### src/hdl/s2i_pkg.sv
`default_nettype none
// ---------------------------------------------------------------------------
// s2i_pkg
// Shared constants and types of the string to signed integer converter.
// ---------------------------------------------------------------------------
package s2i_pkg;

  localparam int VALUE_BITS        = 64;
  localparam int MAX_STRING_LENGTH = 4096;
  localparam int COUNT_W           = $clog2(MAX_STRING_LENGTH);
  localparam int OFFSET_W          = 12;
  localparam int CHAR_W            = 8;
  localparam int BASE_W            = 6;
  localparam int DIGIT_W           = 6;

  localparam int QUEUE_DEPTH = 4;
  localparam int QPTR_W      = $clog2(QUEUE_DEPTH);

  localparam logic [BASE_W-1:0] BASE_RESET = BASE_W'(10);
  localparam logic [BASE_W-1:0] BASE_DEC   = BASE_W'(10);
  localparam logic [BASE_W-1:0] BASE_OCT   = BASE_W'(8);
  localparam logic [BASE_W-1:0] BASE_HEX   = BASE_W'(16);
  localparam logic [BASE_W-1:0] BASE_AUTO  = BASE_W'(0);

  localparam logic [CHAR_W-1:0] CH_NUL   = 8'h00;
  localparam logic [CHAR_W-1:0] CH_TAB   = 8'h09;
  localparam logic [CHAR_W-1:0] CH_SPACE = 8'h20;
  localparam logic [CHAR_W-1:0] CH_PLUS  = 8'h2B;
  localparam logic [CHAR_W-1:0] CH_MINUS = 8'h2D;
  localparam logic [CHAR_W-1:0] CH_ZERO  = 8'h30;
  localparam logic [CHAR_W-1:0] CH_NINE  = 8'h39;
  localparam logic [CHAR_W-1:0] CH_UC_A  = 8'h41;
  localparam logic [CHAR_W-1:0] CH_UC_Z  = 8'h5A;
  localparam logic [CHAR_W-1:0] CH_LC_A  = 8'h61;
  localparam logic [CHAR_W-1:0] CH_LC_X  = 8'h78;
  localparam logic [CHAR_W-1:0] CH_LC_Z  = 8'h7A;

  // A classified byte as it travels from the front end to the parser.
  typedef struct packed {
    logic               is_nul;
    logic               is_space;
    logic               is_plus;
    logic               is_minus;
    logic               is_zero;
    logic               is_x;
    logic               is_digit;
    logic [DIGIT_W-1:0] digit;
  } cls_t;

endpackage
`default_nettype wire

### src/hdl/s2i_ifs.sv
`default_nettype none
// ---------------------------------------------------------------------------
// s2i channel interfaces
// Valid/ready channels for bytes, results and base register writes.
// ---------------------------------------------------------------------------
interface s2i_in_if;
  import s2i_pkg::*;
  logic              valid;
  logic              ready;
  logic [CHAR_W-1:0] char_code;
  modport source (output valid, output char_code, input ready);
  modport sink (input valid, input char_code, output ready);
endinterface

interface s2i_out_if;
  import s2i_pkg::*;
  logic                         valid;
  logic                         ready;
  logic signed [VALUE_BITS-1:0] parsed_value;
  logic [OFFSET_W-1:0]          end_offset;
  logic                         saturated;
  modport source (output valid, output parsed_value, output end_offset,
                  output saturated, input ready);
  modport sink (input valid, input parsed_value, input end_offset,
                input saturated, output ready);
endinterface

interface s2i_cfg_if;
  import s2i_pkg::*;
  logic              valid;
  logic              ready;
  logic [BASE_W-1:0] number_base;
  modport source (output valid, output number_base, input ready);
  modport sink (input valid, input number_base, output ready);
endinterface
`default_nettype wire

### src/hdl/s2i_front.sv
`default_nettype none
// ---------------------------------------------------------------------------
// s2i_front
// Accepts bytes and classifies them for the parser queue.
// ---------------------------------------------------------------------------
module s2i_front (
  s2i_in_if.sink         in_chan,
  input  logic           queue_full,
  output logic           push,
  output s2i_pkg::cls_t  push_data
);
  import s2i_pkg::*;

  logic [CHAR_W-1:0] c;
  logic              is_num;
  logic              is_uc;
  logic              is_lc;
  logic [CHAR_W-1:0] dval;

  assign c      = in_chan.char_code;
  assign is_num = (c >= CH_ZERO) && (c <= CH_NINE);
  assign is_uc  = (c >= CH_UC_A) && (c <= CH_UC_Z);
  assign is_lc  = (c >= CH_LC_A) && (c <= CH_LC_Z);

  always_comb begin
    if (is_num) begin
      dval = c - CH_ZERO;
    end else if (is_lc) begin
      dval = c - CH_LC_A + CHAR_W'(10);
    end else begin
      dval = c - CH_UC_A + CHAR_W'(10);
    end
  end

  assign in_chan.ready = !queue_full;
  assign push          = in_chan.valid && !queue_full;

  always_comb begin
    push_data.is_nul   = (c == CH_NUL);
    push_data.is_space = (c == CH_SPACE) || (c == CH_TAB);
    push_data.is_plus  = (c == CH_PLUS);
    push_data.is_minus = (c == CH_MINUS);
    push_data.is_zero  = (c == CH_ZERO);
    push_data.is_x     = (c == CH_LC_X);
    push_data.is_digit = is_num || is_uc || is_lc;
    push_data.digit    = dval[DIGIT_W-1:0];
  end

endmodule
`default_nettype wire

### src/hdl/s2i_queue.sv
`default_nettype none
// ---------------------------------------------------------------------------
// s2i_queue
// Short FIFO of classified bytes between the front end and the parser.
// ---------------------------------------------------------------------------
module s2i_queue (
  input  logic          clk,
  input  logic          rst_n,
  input  logic          push,
  input  s2i_pkg::cls_t push_data,
  output logic          full,
  input  logic          pop,
  output logic          empty,
  output s2i_pkg::cls_t head
);
  import s2i_pkg::*;

  cls_t              slot_r [QUEUE_DEPTH];
  logic [QPTR_W-1:0] wr_ptr_r, wr_ptr_nxt;
  logic [QPTR_W-1:0] rd_ptr_r, rd_ptr_nxt;
  logic [QPTR_W:0]   fill_r, fill_nxt;

  assign full  = (fill_r == (QPTR_W+1)'(QUEUE_DEPTH));
  assign empty = (fill_r == '0);
  assign head  = slot_r[rd_ptr_r];

  always_comb begin
    wr_ptr_nxt = push ? wr_ptr_r + QPTR_W'(1) : wr_ptr_r;
    rd_ptr_nxt = pop  ? rd_ptr_r + QPTR_W'(1) : rd_ptr_r;
    fill_nxt   = fill_r;
    if (push && !pop) begin
      fill_nxt = fill_r + (QPTR_W+1)'(1);
    end else if (pop && !push) begin
      fill_nxt = fill_r - (QPTR_W+1)'(1);
    end
  end

  always_ff @(posedge clk) begin
    if (!rst_n) begin
      wr_ptr_r <= '0;
      rd_ptr_r <= '0;
      fill_r   <= '0;
    end else begin
      wr_ptr_r <= wr_ptr_nxt;
      rd_ptr_r <= rd_ptr_nxt;
      fill_r   <= fill_nxt;
    end
  end

  always_ff @(posedge clk) begin
    if (push) begin
      slot_r[wr_ptr_r] <= push_data;
    end
  end

endmodule
`default_nettype wire

### src/hdl/s2i_back.sv
`default_nettype none
// ---------------------------------------------------------------------------
// s2i_back
// Parser state machine with the multiply-add accumulator and result register.
// ---------------------------------------------------------------------------
module s2i_back (
  input  logic                        clk,
  input  logic                        rst_n,
  input  logic [s2i_pkg::BASE_W-1:0]  number_base,
  input  logic                        empty,
  input  s2i_pkg::cls_t               head,
  output logic                        pop,
  s2i_out_if.source                   out_chan
);
  import s2i_pkg::*;

  localparam int PROD_W = VALUE_BITS + BASE_W;
  localparam logic [COUNT_W-1:0] COUNT_MAX = COUNT_W'(MAX_STRING_LENGTH - 1);
  localparam logic [PROD_W-1:0]  HALF      = PROD_W'(1) << (VALUE_BITS - 1);
  localparam logic [VALUE_BITS-1:0] VAL_MAX = {1'b0, {(VALUE_BITS-1){1'b1}}};
  localparam logic [VALUE_BITS-1:0] VAL_MIN = {1'b1, {(VALUE_BITS-1){1'b0}}};

  typedef enum logic [5:0] {
    PH_SPACE   = 6'b000001,
    PH_SIGNED  = 6'b000010,
    PH_ZERO    = 6'b000100,
    PH_DIGITS  = 6'b001000,
    PH_STOPPED = 6'b010000,
    PH_SAT     = 6'b100000
  } phase_t;

  function automatic logic [COUNT_W-1:0] count_add(input logic [COUNT_W-1:0] c,
                                                   input logic [1:0] n);
    logic [COUNT_W:0] s;
    s = {1'b0, c} + (COUNT_W+1)'(n);
    if (s > {1'b0, COUNT_MAX}) begin
      return COUNT_MAX;
    end
    return s[COUNT_W-1:0];
  endfunction

  phase_t               phase_r, phase_nxt;
  logic [VALUE_BITS-1:0] acc_r, acc_nxt;
  logic                 neg_r, neg_nxt;
  logic [BASE_W-1:0]    base_r, base_nxt;
  logic [COUNT_W-1:0]   count_r, count_nxt;
  logic                 ovf_r, ovf_nxt;

  logic                 out_valid_r;
  logic [VALUE_BITS-1:0] out_value_r, out_value_nxt;
  logic [OFFSET_W-1:0]  out_offset_r, out_offset_nxt;
  logic                 out_sat_r;

  logic [BASE_W-1:0]    tb;
  logic [PROD_W-1:0]    prod;
  logic [PROD_W-1:0]    limit;
  logic                 stop;
  logic                 over;
  logic                 do_take;
  logic [1:0]           inc;
  logic [COUNT_W-1:0]   final_count;

  // A terminator needs the result register; any other byte can always go.
  assign pop = !empty && (!head.is_nul || !out_valid_r || out_chan.ready);

  // Base that applies to a digit taken in the current phase.
  always_comb begin
    unique case (phase_r)
      PH_SPACE, PH_SIGNED: tb = (number_base == BASE_AUTO) ? BASE_DEC : number_base;
      PH_ZERO:             tb = (base_r == BASE_AUTO) ? BASE_OCT : BASE_HEX;
      default:             tb = base_r;
    endcase
  end

  assign prod  = PROD_W'(acc_r) * PROD_W'(tb) + PROD_W'(head.digit);
  assign limit = neg_r ? HALF : HALF - PROD_W'(1);
  assign stop  = !head.is_digit || (head.digit >= tb) || (tb == BASE_AUTO);
  assign over  = prod > limit;

  always_comb begin
    phase_nxt = phase_r;
    acc_nxt   = acc_r;
    neg_nxt   = neg_r;
    base_nxt  = base_r;
    ovf_nxt   = ovf_r;
    do_take   = 1'b0;
    inc       = 2'd0;
    if (pop && !head.is_nul) begin
      unique case (phase_r)
        PH_SPACE, PH_SIGNED: begin
          if (phase_r == PH_SPACE && head.is_space) begin
            inc = 2'd1;
          end else if (phase_r == PH_SPACE && (head.is_plus || head.is_minus)) begin
            inc       = 2'd1;
            neg_nxt   = head.is_minus;
            phase_nxt = PH_SIGNED;
          end else if ((number_base == BASE_AUTO || number_base == BASE_HEX)
                       && head.is_zero) begin
            base_nxt  = number_base;
            phase_nxt = PH_ZERO;
          end else begin
            base_nxt = tb;
            do_take  = 1'b1;
          end
        end
        PH_ZERO: begin
          if (head.is_x) begin
            inc       = 2'd2;
            base_nxt  = BASE_HEX;
            phase_nxt = PH_DIGITS;
          end else begin
            // The leading zero counts as consumed before the next byte is tried.
            inc      = 2'd1;
            base_nxt = tb;
            do_take  = 1'b1;
          end
        end
        PH_DIGITS: do_take = 1'b1;
        default: ;
      endcase
      if (do_take) begin
        if (stop) begin
          phase_nxt = PH_STOPPED;
        end else if (over) begin
          phase_nxt = PH_SAT;
          ovf_nxt   = 1'b1;
        end else begin
          acc_nxt   = prod[VALUE_BITS-1:0];
          inc       = inc + 2'd1;
          phase_nxt = PH_DIGITS;
        end
      end
    end
    count_nxt = count_add(count_r, inc);
  end

  // Result of a string, formed when its terminator leaves the queue.
  always_comb begin
    final_count = count_add(count_r, (phase_r == PH_ZERO) ? 2'd1 : 2'd0);
    if (ovf_r) begin
      out_value_nxt  = neg_r ? VAL_MIN : VAL_MAX;
      out_offset_nxt = '0;
    end else begin
      out_value_nxt  = neg_r ? ('0 - acc_r) : acc_r;
      out_offset_nxt = OFFSET_W'(final_count);
    end
  end

  always_ff @(posedge clk) begin
    if (!rst_n) begin
      phase_r     <= PH_SPACE;
      acc_r       <= '0;
      neg_r       <= 1'b0;
      base_r      <= '0;
      count_r     <= '0;
      ovf_r       <= 1'b0;
      out_valid_r <= 1'b0;
    end else begin
      if (pop && head.is_nul) begin
        phase_r     <= PH_SPACE;
        acc_r       <= '0;
        neg_r       <= 1'b0;
        base_r      <= '0;
        count_r     <= '0;
        ovf_r       <= 1'b0;
        out_valid_r <= 1'b1;
      end else begin
        phase_r <= phase_nxt;
        acc_r   <= acc_nxt;
        neg_r   <= neg_nxt;
        base_r  <= base_nxt;
        count_r <= count_nxt;
        ovf_r   <= ovf_nxt;
        if (out_chan.ready) begin
          out_valid_r <= 1'b0;
        end
      end
    end
  end

  always_ff @(posedge clk) begin
    if (pop && head.is_nul) begin
      out_value_r  <= out_value_nxt;
      out_offset_r <= out_offset_nxt;
      out_sat_r    <= ovf_r;
    end
  end

  assign out_chan.valid        = out_valid_r;
  assign out_chan.parsed_value = out_value_r;
  assign out_chan.end_offset   = out_offset_r;
  assign out_chan.saturated    = out_sat_r;

endmodule
`default_nettype wire

### src/hdl/string_to_signed_integer_top.sv
`default_nettype none
// ---------------------------------------------------------------------------
// string_to_signed_integer_top
// Converts a byte stream holding NUL-terminated strings to signed integers.
// ---------------------------------------------------------------------------
// Usage:
//   in_chan carries one byte per transfer. Every NUL byte ends a string and
//   produces one transfer on out_chan with the value, the end offset and the
//   saturation flag; other bytes produce nothing.
//   cfg_chan writes the number base (0 detects the radix from the prefix).
//   It is always ready and should only be written while no string is open.
// Throughput is one byte per cycle while the queue is not full. A NUL accepted
// on in_chan is written into the four-entry byte queue; when it leaves the
// queue the parser loads its result into the output register. The 64 by 6 bit
// multiply-add handles one byte per cycle.
// Reset sets the base to 10, empties the queue and returns the parser to
// its leading-whitespace state.
// When the receiver stalls, the result is held in the output register while
// ordinary bytes keep being parsed; a following NUL waits in the queue, and
// in_chan stops taking bytes once the queue is full.
// ---------------------------------------------------------------------------
module string_to_signed_integer_top (
  input  logic      clk,
  input  logic      rst_n,
  s2i_in_if.sink    in_chan,
  s2i_out_if.source out_chan,
  s2i_cfg_if.sink   cfg_chan
);
  import s2i_pkg::*;

  logic [BASE_W-1:0] base_r;
  logic              push;
  cls_t              push_data;
  logic              queue_full;
  logic              pop;
  logic              empty;
  cls_t              head;

  assign cfg_chan.ready = 1'b1;

  always_ff @(posedge clk) begin
    if (!rst_n) begin
      base_r <= BASE_RESET;
    end else if (cfg_chan.valid) begin
      base_r <= cfg_chan.number_base;
    end
  end

  s2i_front u_front (
    .in_chan    (in_chan),
    .queue_full (queue_full),
    .push       (push),
    .push_data  (push_data)
  );

  s2i_queue u_queue (
    .clk       (clk),
    .rst_n     (rst_n),
    .push      (push),
    .push_data (push_data),
    .full      (queue_full),
    .pop       (pop),
    .empty     (empty),
    .head      (head)
  );

  s2i_back u_back (
    .clk         (clk),
    .rst_n       (rst_n),
    .number_base (base_r),
    .empty       (empty),
    .head        (head),
    .pop         (pop),
    .out_chan    (out_chan)
  );

endmodule
`default_nettype wire
### src/flat_wrapper.sv
// flat-port wrapper written by rule: the top's interface ports become plain ports
module string_to_signed_integer_top_flat import s2i_pkg::*;
  (clk, rst_n, in_chan_valid, in_chan_char_code, in_chan_ready, out_chan_valid, out_chan_parsed_value, out_chan_end_offset, out_chan_saturated, out_chan_ready, cfg_chan_valid, cfg_chan_number_base, cfg_chan_ready);
  s2i_in_if in_chan_i ();
  s2i_out_if out_chan_i ();
  s2i_cfg_if cfg_chan_i ();
  input  logic clk;
  input  logic rst_n;
  input wire logic [$bits(in_chan_i.valid)-1:0] in_chan_valid;
  input wire logic [$bits(in_chan_i.char_code)-1:0] in_chan_char_code;
  output wire logic [$bits(in_chan_i.ready)-1:0] in_chan_ready;
  output wire logic [$bits(out_chan_i.valid)-1:0] out_chan_valid;
  output wire logic [$bits(out_chan_i.parsed_value)-1:0] out_chan_parsed_value;
  output wire logic [$bits(out_chan_i.end_offset)-1:0] out_chan_end_offset;
  output wire logic [$bits(out_chan_i.saturated)-1:0] out_chan_saturated;
  input wire logic [$bits(out_chan_i.ready)-1:0] out_chan_ready;
  input wire logic [$bits(cfg_chan_i.valid)-1:0] cfg_chan_valid;
  input wire logic [$bits(cfg_chan_i.number_base)-1:0] cfg_chan_number_base;
  output wire logic [$bits(cfg_chan_i.ready)-1:0] cfg_chan_ready;
  assign in_chan_i.valid = in_chan_valid;
  assign in_chan_i.char_code = in_chan_char_code;
  assign in_chan_ready = in_chan_i.ready;
  assign out_chan_valid = out_chan_i.valid;
  assign out_chan_parsed_value = out_chan_i.parsed_value;
  assign out_chan_end_offset = out_chan_i.end_offset;
  assign out_chan_saturated = out_chan_i.saturated;
  assign out_chan_i.ready = out_chan_ready;
  assign cfg_chan_i.valid = cfg_chan_valid;
  assign cfg_chan_i.number_base = cfg_chan_number_base;
  assign cfg_chan_ready = cfg_chan_i.ready;
  string_to_signed_integer_top u_core (.clk(clk), .rst_n(rst_n), .in_chan(in_chan_i), .out_chan(out_chan_i), .cfg_chan(cfg_chan_i));
endmodule
### config.mk
export PLATFORM = sky130hd
export DESIGN_NAME = string_to_signed_integer_top_flat
export DESIGN_NICKNAME = d
export VERILOG_FILES = /design/src/hdl/s2i_pkg.sv /design/src/hdl/s2i_ifs.sv /design/src/hdl/s2i_front.sv /design/src/hdl/s2i_queue.sv /design/src/hdl/s2i_back.sv /design/src/hdl/string_to_signed_integer_top.sv /design/src/flat_wrapper.sv
export SDC_FILE = /design/constraint.sdc
export NUM_CORES = 2
export LEC_CHECK = 0
export BUFFER_PORTS_ARGS = -buffer_cell sky130_fd_sc_hd__buf_2
export CORE_UTILIZATION = 60
export DETAILED_ROUTE_END_ITERATION = 10
export PLACE_DENSITY = 0.89
export RECOVER_POWER = 50
export SYNTH_ARGS = -nofsm -noshare
export SYNTH_HDL_FRONTEND = slang
export SYNTH_SLANG_ARGS = --single-unit
export TNS_END_PERCENT = 100
### constraint.sdc
create_clock -name clk -period 11.17 [get_ports clk]
set_input_delay 0 -clock clk [delete_from_list [all_inputs] [get_ports clk]]
set_output_delay 0 -clock clk [all_outputs]
set_load 0.02 [all_outputs]
==> impl_metrics.prom <==
# TYPE chip_impl_metric gauge
chip_impl_info{name="status",value="complete, but fails checks"} 1
chip_impl_info{name="failed_checks",value="max-capacitance violations, max-slew violations"} 1
chip_impl_metric{name="synth_enable_flop_cells",unit=""} 129
chip_impl_metric{name="detailed_place.area",unit="µm²"} 26600
chip_impl_metric{name="p_switching",unit="W"} 0.00177
chip_impl_metric{name="ios",unit=""} 99
chip_impl_metric{name="drt_drc_violations_left",unit=""} 0
chip_impl_metric{name="share_comb_of_total_power",unit=""} 0.440
chip_impl_info{name="cell_with_the_most_instances_after_synthesis",value="sky130_fd_sc_hd__nand2_1"} 1
chip_impl_metric{name="clk_pin_slew_worst_paths",unit="ns"} 0.06
chip_impl_info{name="regToRegStartpoint",value="u_core.u_back.phase_r[2]$_SDFFE_PP0P_"} 1
chip_impl_metric{name="worstSetupPathDepth",unit=""} 37
chip_impl_info{name="yosys_most_used_dff",value="sky130_fd_sc_hd__edfxtp_1"} 1
chip_impl_metric{name="hold_slack",unit="ns"} 0.0292
chip_impl_metric{name="ys_seq_elements",unit=""} 235
chip_impl_metric{name="grt_max_degree",unit=""} 86
chip_impl_metric{name="start_util",unit=""} 0.614
chip_impl_metric{name="number_of_levels_the_h_tree_was_split_into",unit=""} 1
chip_impl_metric{name="vias",unit=""} 22300
chip_impl_metric{name="grt.total_usage",unit=""} 0.333
chip_impl_metric{name="final_nets",unit=""} 3425
chip_impl_info{name="setup.worst_path.start_class",value="flip-flop"} 1
chip_impl_metric{name="cts_buffer_depth",unit=""} 3
chip_impl_metric{name="antenna_found_initial",unit=""} 3
chip_impl_metric{name="syn2layout_area_growth",unit="%"} 7.59
chip_impl_metric{name="wl",unit="µm"} 73700
chip_impl_metric{name="power_per_cell_area",unit="nW/µm²"} 141
chip_impl_metric{name="placement_rows",unit=""} 75
chip_impl_metric{name="die_w",unit="µm"} 210
chip_impl_metric{name="vdd_ir_drop_max",unit="mV"} 0.284
chip_impl_metric{name="crit_path_max_incr_delay",unit="ns"} 0.58
chip_impl_metric{name="syn-cell-area",unit="µm²"} 25900
chip_impl_metric{name="post-route-period-util",unit=""} 0.957
chip_impl_metric{name="post_synthesis_net_count",unit=""} 3428
chip_impl_metric{name="cts_bufs_inserted",unit=""} 29
chip_impl_metric{name="setup_viol_count_final",unit=""} 0
chip_impl_info{name="cts.root.buffer_cell",value="sky130_fd_sc_hd__clkbuf_16"} 1
chip_impl_metric{name="timing.setup.tns",unit="ns"} 0
chip_impl_metric{name="synth_cells",unit=""} 2919
chip_impl_metric{name="area_of_the_die",unit="µm²"} 44000
chip_impl_metric{name="gpl.final_weighted_congestion",unit=""} 1.01
chip_impl_metric{name="max_freq",unit="GHz"} 0.0935
chip_impl_metric{name="p_seq_frac",unit=""} 0.305
chip_impl_metric{name="fin_util",unit=""} 0.660
chip_impl_metric{name="cap_violations",unit=""} 1
chip_impl_info{name="critical_path.slowest_cell",value="sky130_fd_sc_hd__or4_1"} 1
chip_impl_metric{name="grt_first_pass_wirelength",unit="µm"} 117000
chip_impl_metric{name="die_h",unit="µm"} 210
chip_impl_metric{name="hpwl",unit="µm"} 52500
chip_impl_metric{name="drt_pre_antenna_iters",unit=""} 8
chip_impl_info{name="path_class_of_the_lowest_slack_min_delay_path",value="in2reg"} 1
chip_impl_metric{name="synth_seq_area_share",unit=""} 0.231
chip_impl_metric{name="detail_route.iter0.violations",unit=""} 2076
chip_impl_metric{name="final_period_minus_worst_setup_slack",unit="ns"} 10.69
chip_impl_metric{name="final_instance_area",unit="µm²"} 27900
chip_impl_info{name="critical_path.startpoint",value="u_core.u_back.phase_r[2]$_SDFFE_PP0P_"} 1
chip_impl_metric{name="routed_via_density",unit=""} 6.42
chip_impl_metric{name="synth.avg_cell_area",unit="µm²"} 8.88
chip_impl_metric{name="grt_overflow",unit=""} 0
chip_impl_metric{name="worst-slew-pin-transition",unit="ns"} 1.61
chip_impl_metric{name="clock-skew-final",unit="ns"} 0.0363
chip_impl_metric{name="drt-wirelength-per-cell",unit="µm"} 21.2
chip_impl_metric{name="number_of_global_route_vias_before_repair",unit=""} 22800
chip_impl_info{name="synth_largest_area_cell",value="sky130_fd_sc_hd__fa_1"} 1
chip_impl_metric{name="netlist.area_leader.share",unit=""} 0.196
chip_impl_metric{name="critPathRequiredTime",unit="ns"} 11.64
chip_impl_metric{name="netSwitchingFraction",unit=""} 0.451
chip_impl_info{name="clock_tree_from_tritoncts",value="built"} 1
chip_impl_metric{name="timing.reg2reg.setup_slack",unit="ns"} 0.48
chip_impl_metric{name="yosys_warnings",unit=""} 0
chip_impl_info{name="worst_r2r_endpoint",value="u_core.u_back.count_r[6]$_SDFF_PP0_"} 1
chip_impl_metric{name="core_region_area",unit="µm²"} 42200
chip_impl_metric{name="layout-drive-gt1-share",unit=""} 0.0493
chip_impl_info{name="critical_path_endpoint_category",value="flip-flop"} 1
chip_impl_metric{name="worst_ep_arrival_time",unit="ns"} 11.16
chip_impl_metric{name="internal_power",unit="W"} 0.00215
chip_impl_metric{name="io_buffers",unit=""} 97
chip_impl_info{name="critPathKind",value="reg2reg"} 1
chip_impl_info{name="critPathCapture",value="u_core.u_back.count_r[6]$_SDFF_PP0_"} 1
chip_impl_metric{name="antenna_cells_inserted",unit=""} 0
chip_impl_metric{name="hold_viol",unit=""} 0
chip_impl_metric{name="postRouteAntennaNets",unit=""} 0
chip_impl_metric{name="timing_max_transition_violations_final",unit=""} 27
chip_impl_metric{name="library_cells_used_by_synthesis",unit=""} 78
chip_impl_info{name="synth_top_cells_by_count",value="sky130_fd_sc_hd__nand2_1 (353), sky130_fd_sc_hd__inv_1 (276), sky130_fd_sc_hd__fa_1 (254), sky130_fd_sc_hd__ha_1 (236), sky130_fd_sc_hd__nor2_1 (226)"} 1
chip_impl_metric{name="cellLeakagePower",unit="nW"} 12.7
chip_impl_metric{name="clock_insertion_delay_worst_skew",unit="ns"} 0.60
chip_impl_metric{name="p_total",unit="W"} 0.00392
chip_impl_metric{name="cts_sinks",unit=""} 235
chip_impl_metric{name="worstRegToRegCells",unit=""} 37
chip_impl_metric{name="critical_path_peak_fanout",unit=""} 17
chip_impl_info{name="post_synth_main_area_contributors",value="sky130_fd_sc_hd__fa_1 (20%), sky130_fd_sc_hd__edfxtp_1 (15%), sky130_fd_sc_hd__ha_1 (11%)"} 1
chip_impl_metric{name="slew_headroom",unit=""} -0.0737
chip_impl_metric{name="clockPowerShare",unit=""} 0.255
chip_impl_metric{name="path_buf_inv",unit=""} 4
chip_impl_metric{name="synthArstFlopShare",unit=""} 0
chip_impl_info{name="cp_top_family",value="simple AND/OR/NAND/NOR gates"} 1
per-stage QoR:
| stage | std cells | setup WS [ns] |
|---|---|---|
| after floorplan | 2919 | 1.16 |
| after global placement | 3393 | 0.451 |
| after detailed placement | 3393 | 0.280 |
| after CTS | 3473 | 0.223 |
| after global routing | 3478 | -0.0766 |
| final | 3478 | 0.478 |
layer usage:
metal / routed length (µm) / global-route usage / vias to the layer above
li1: - / - / 9879
met1: 27400 / 0.413 / 10800
met2: 35100 / 0.568 / 1348
met3: 7680 / 0.0588 / 293
met4: 3550 / 0.147 / 2
met5: 10 / 0 / -
worst min-delay path by stage:
| stage | startpoint | endpoint | slack, ns | depth (start not counted) |
|---|---|---|---|---|
| 2_1_floorplan | rst_n | u_core.u_queue.fill_r[1]$_SDFFE_PN0P_ | 0.13 | 1 |
| 3_3_place_gp | cfg_chan_number_base[1] | u_core.base_r[1]$_SDFFE_PN1P_ | 0.22 | 3 |
| 3_5_place_dp | cfg_chan_number_base[1] | u_core.base_r[1]$_SDFFE_PN1P_ | 0.24 | 3 |
| 4_1_cts | in_chan_char_code[1] | u_core.u_queue.slot_r[0][8]$_DFFE_PP_ | 0.009 | 3 |
| 5_1_grt | in_chan_char_code[1] | u_core.u_queue.slot_r[1][8]$_DFFE_PP_ | 0.04 | 3 |
| 6_report | in_chan_char_code[4] | u_core.u_queue.slot_r[0][4]$_DFFE_PP_ | 0.03 | 3 |
layout make-up:
type | count | area (µm²)
Multi-Input combinational cell | 2221 | 18300
Fill cell | 3168 | 14300
Sequential cell | 235 | 6000
Inverter | 277 | 1040
Timing Repair Buffer | 152 | 867
Clock buffer | 41 | 823
Tap cell | 539 | 674
Clock inverter | 13 | 165
power groups by stage:
stage	Clock [W]	Combinational, W	Sequential, W
after floorplan	0	0.000938	0.00128
after global placement	0	0.00151	0.00119
after detailed placement	0	0.00158	0.00119
after CTS	0.00100	0.00160	0.00118
after global routing	0.00104	0.00182	0.00121
final	0.00100	0.00172	0.00119
registers in the layout (all words and copies together), names as in the netlist, named ones only:
signal,flops
u_core.u_back.neg_r,1
u_core.u_back.out_chan.end_offset,12
u_core.u_back.base_r,6
u_core.u_back.phase_r,6
u_core.u_back.out_chan.parsed_value,64
u_core.u_back.count_r,12
u_core.base_r,6
u_core.u_queue.rd_ptr_r,2
u_core.u_queue.wr_ptr_r,2
u_core.u_back.out_chan.saturated,1
u_core.u_back.ovf_r,1
u_core.u_queue.fill_r,3
u_core.u_back.out_chan.valid,1
u_core.u_back.acc_r,64
u_core.u_queue.slot_r,52
cell usage in the layout (no fill, tap or decap), types with 18 or more instances in the layout:
cell type and n:
sky130_fd_sc_hd__a211oi_1 25, sky130_fd_sc_hd__nand4_1 37, sky130_fd_sc_hd__xnor2_1 61, sky130_fd_sc_hd__mux2i_1 75, sky130_fd_sc_hd__fa_1 254, sky130_fd_sc_hd__and2_1 200
sky130_fd_sc_hd__inv_1 275, sky130_fd_sc_hd__a31oi_1 21, sky130_fd_sc_hd__dlygate4sd3_1 26, sky130_fd_sc_hd__dfxtp_1 104, sky130_fd_sc_hd__clkbuf_1 92, sky130_fd_sc_hd__nor3_1 49
sky130_fd_sc_hd__nor2b_1 18, sky130_fd_sc_hd__ha_1 236, sky130_fd_sc_hd__a21o_1 28, sky130_fd_sc_hd__nand2_1 352, sky130_fd_sc_hd__xor2_1 44, sky130_fd_sc_hd__edfxtp_1 129
sky130_fd_sc_hd__nand3_1 40, sky130_fd_sc_hd__clkbuf_16 31, sky130_fd_sc_hd__nor4_1 25, sky130_fd_sc_hd__o21ai_0 108, sky130_fd_sc_hd__nor2_1 226, sky130_fd_sc_hd__o311ai_0 21
sky130_fd_sc_hd__a21oi_1 155, sky130_fd_sc_hd__buf_4 26
worst register-to-register path: cells and delay by family, from the launching register on:
| family | cells | cell delay (ns) |
|---|---|---|
| AO/OA/AOI/OAI | 12 | 2.98 |
| XOR/XNOR | 2 | 0.27 |
| adder cells (fa/ha/maj) | 8 | 3.15 |
| buffers and inverters | 4 | 0.54 |
| flip-flops | 1 | 0.36 |
| AND/OR/NAND/NOR | 11 | 3.27 |
what timing repair did:
action,in CTS,in global routing
hold endpoints to repair,49,0
setup endpoints to repair,0,12
gates resized for setup,0,21
hold buffers,26,0
setup buffers,0,4
cells by family after synthesis:
logic type	Yosys count	synth area share
AO/OA/AOI/OAI	474	0.114
AND/OR/NAND/NOR	1060	0.199
other	1	0.000145
flip-flops	235	0.231
multiplexers	90	0.0411
adder cells (fa/ha/maj)	490	0.310
XOR/XNOR	105	0.0355
buffers and inverters	464	0.0685
(Power assumes the default switching activity.)
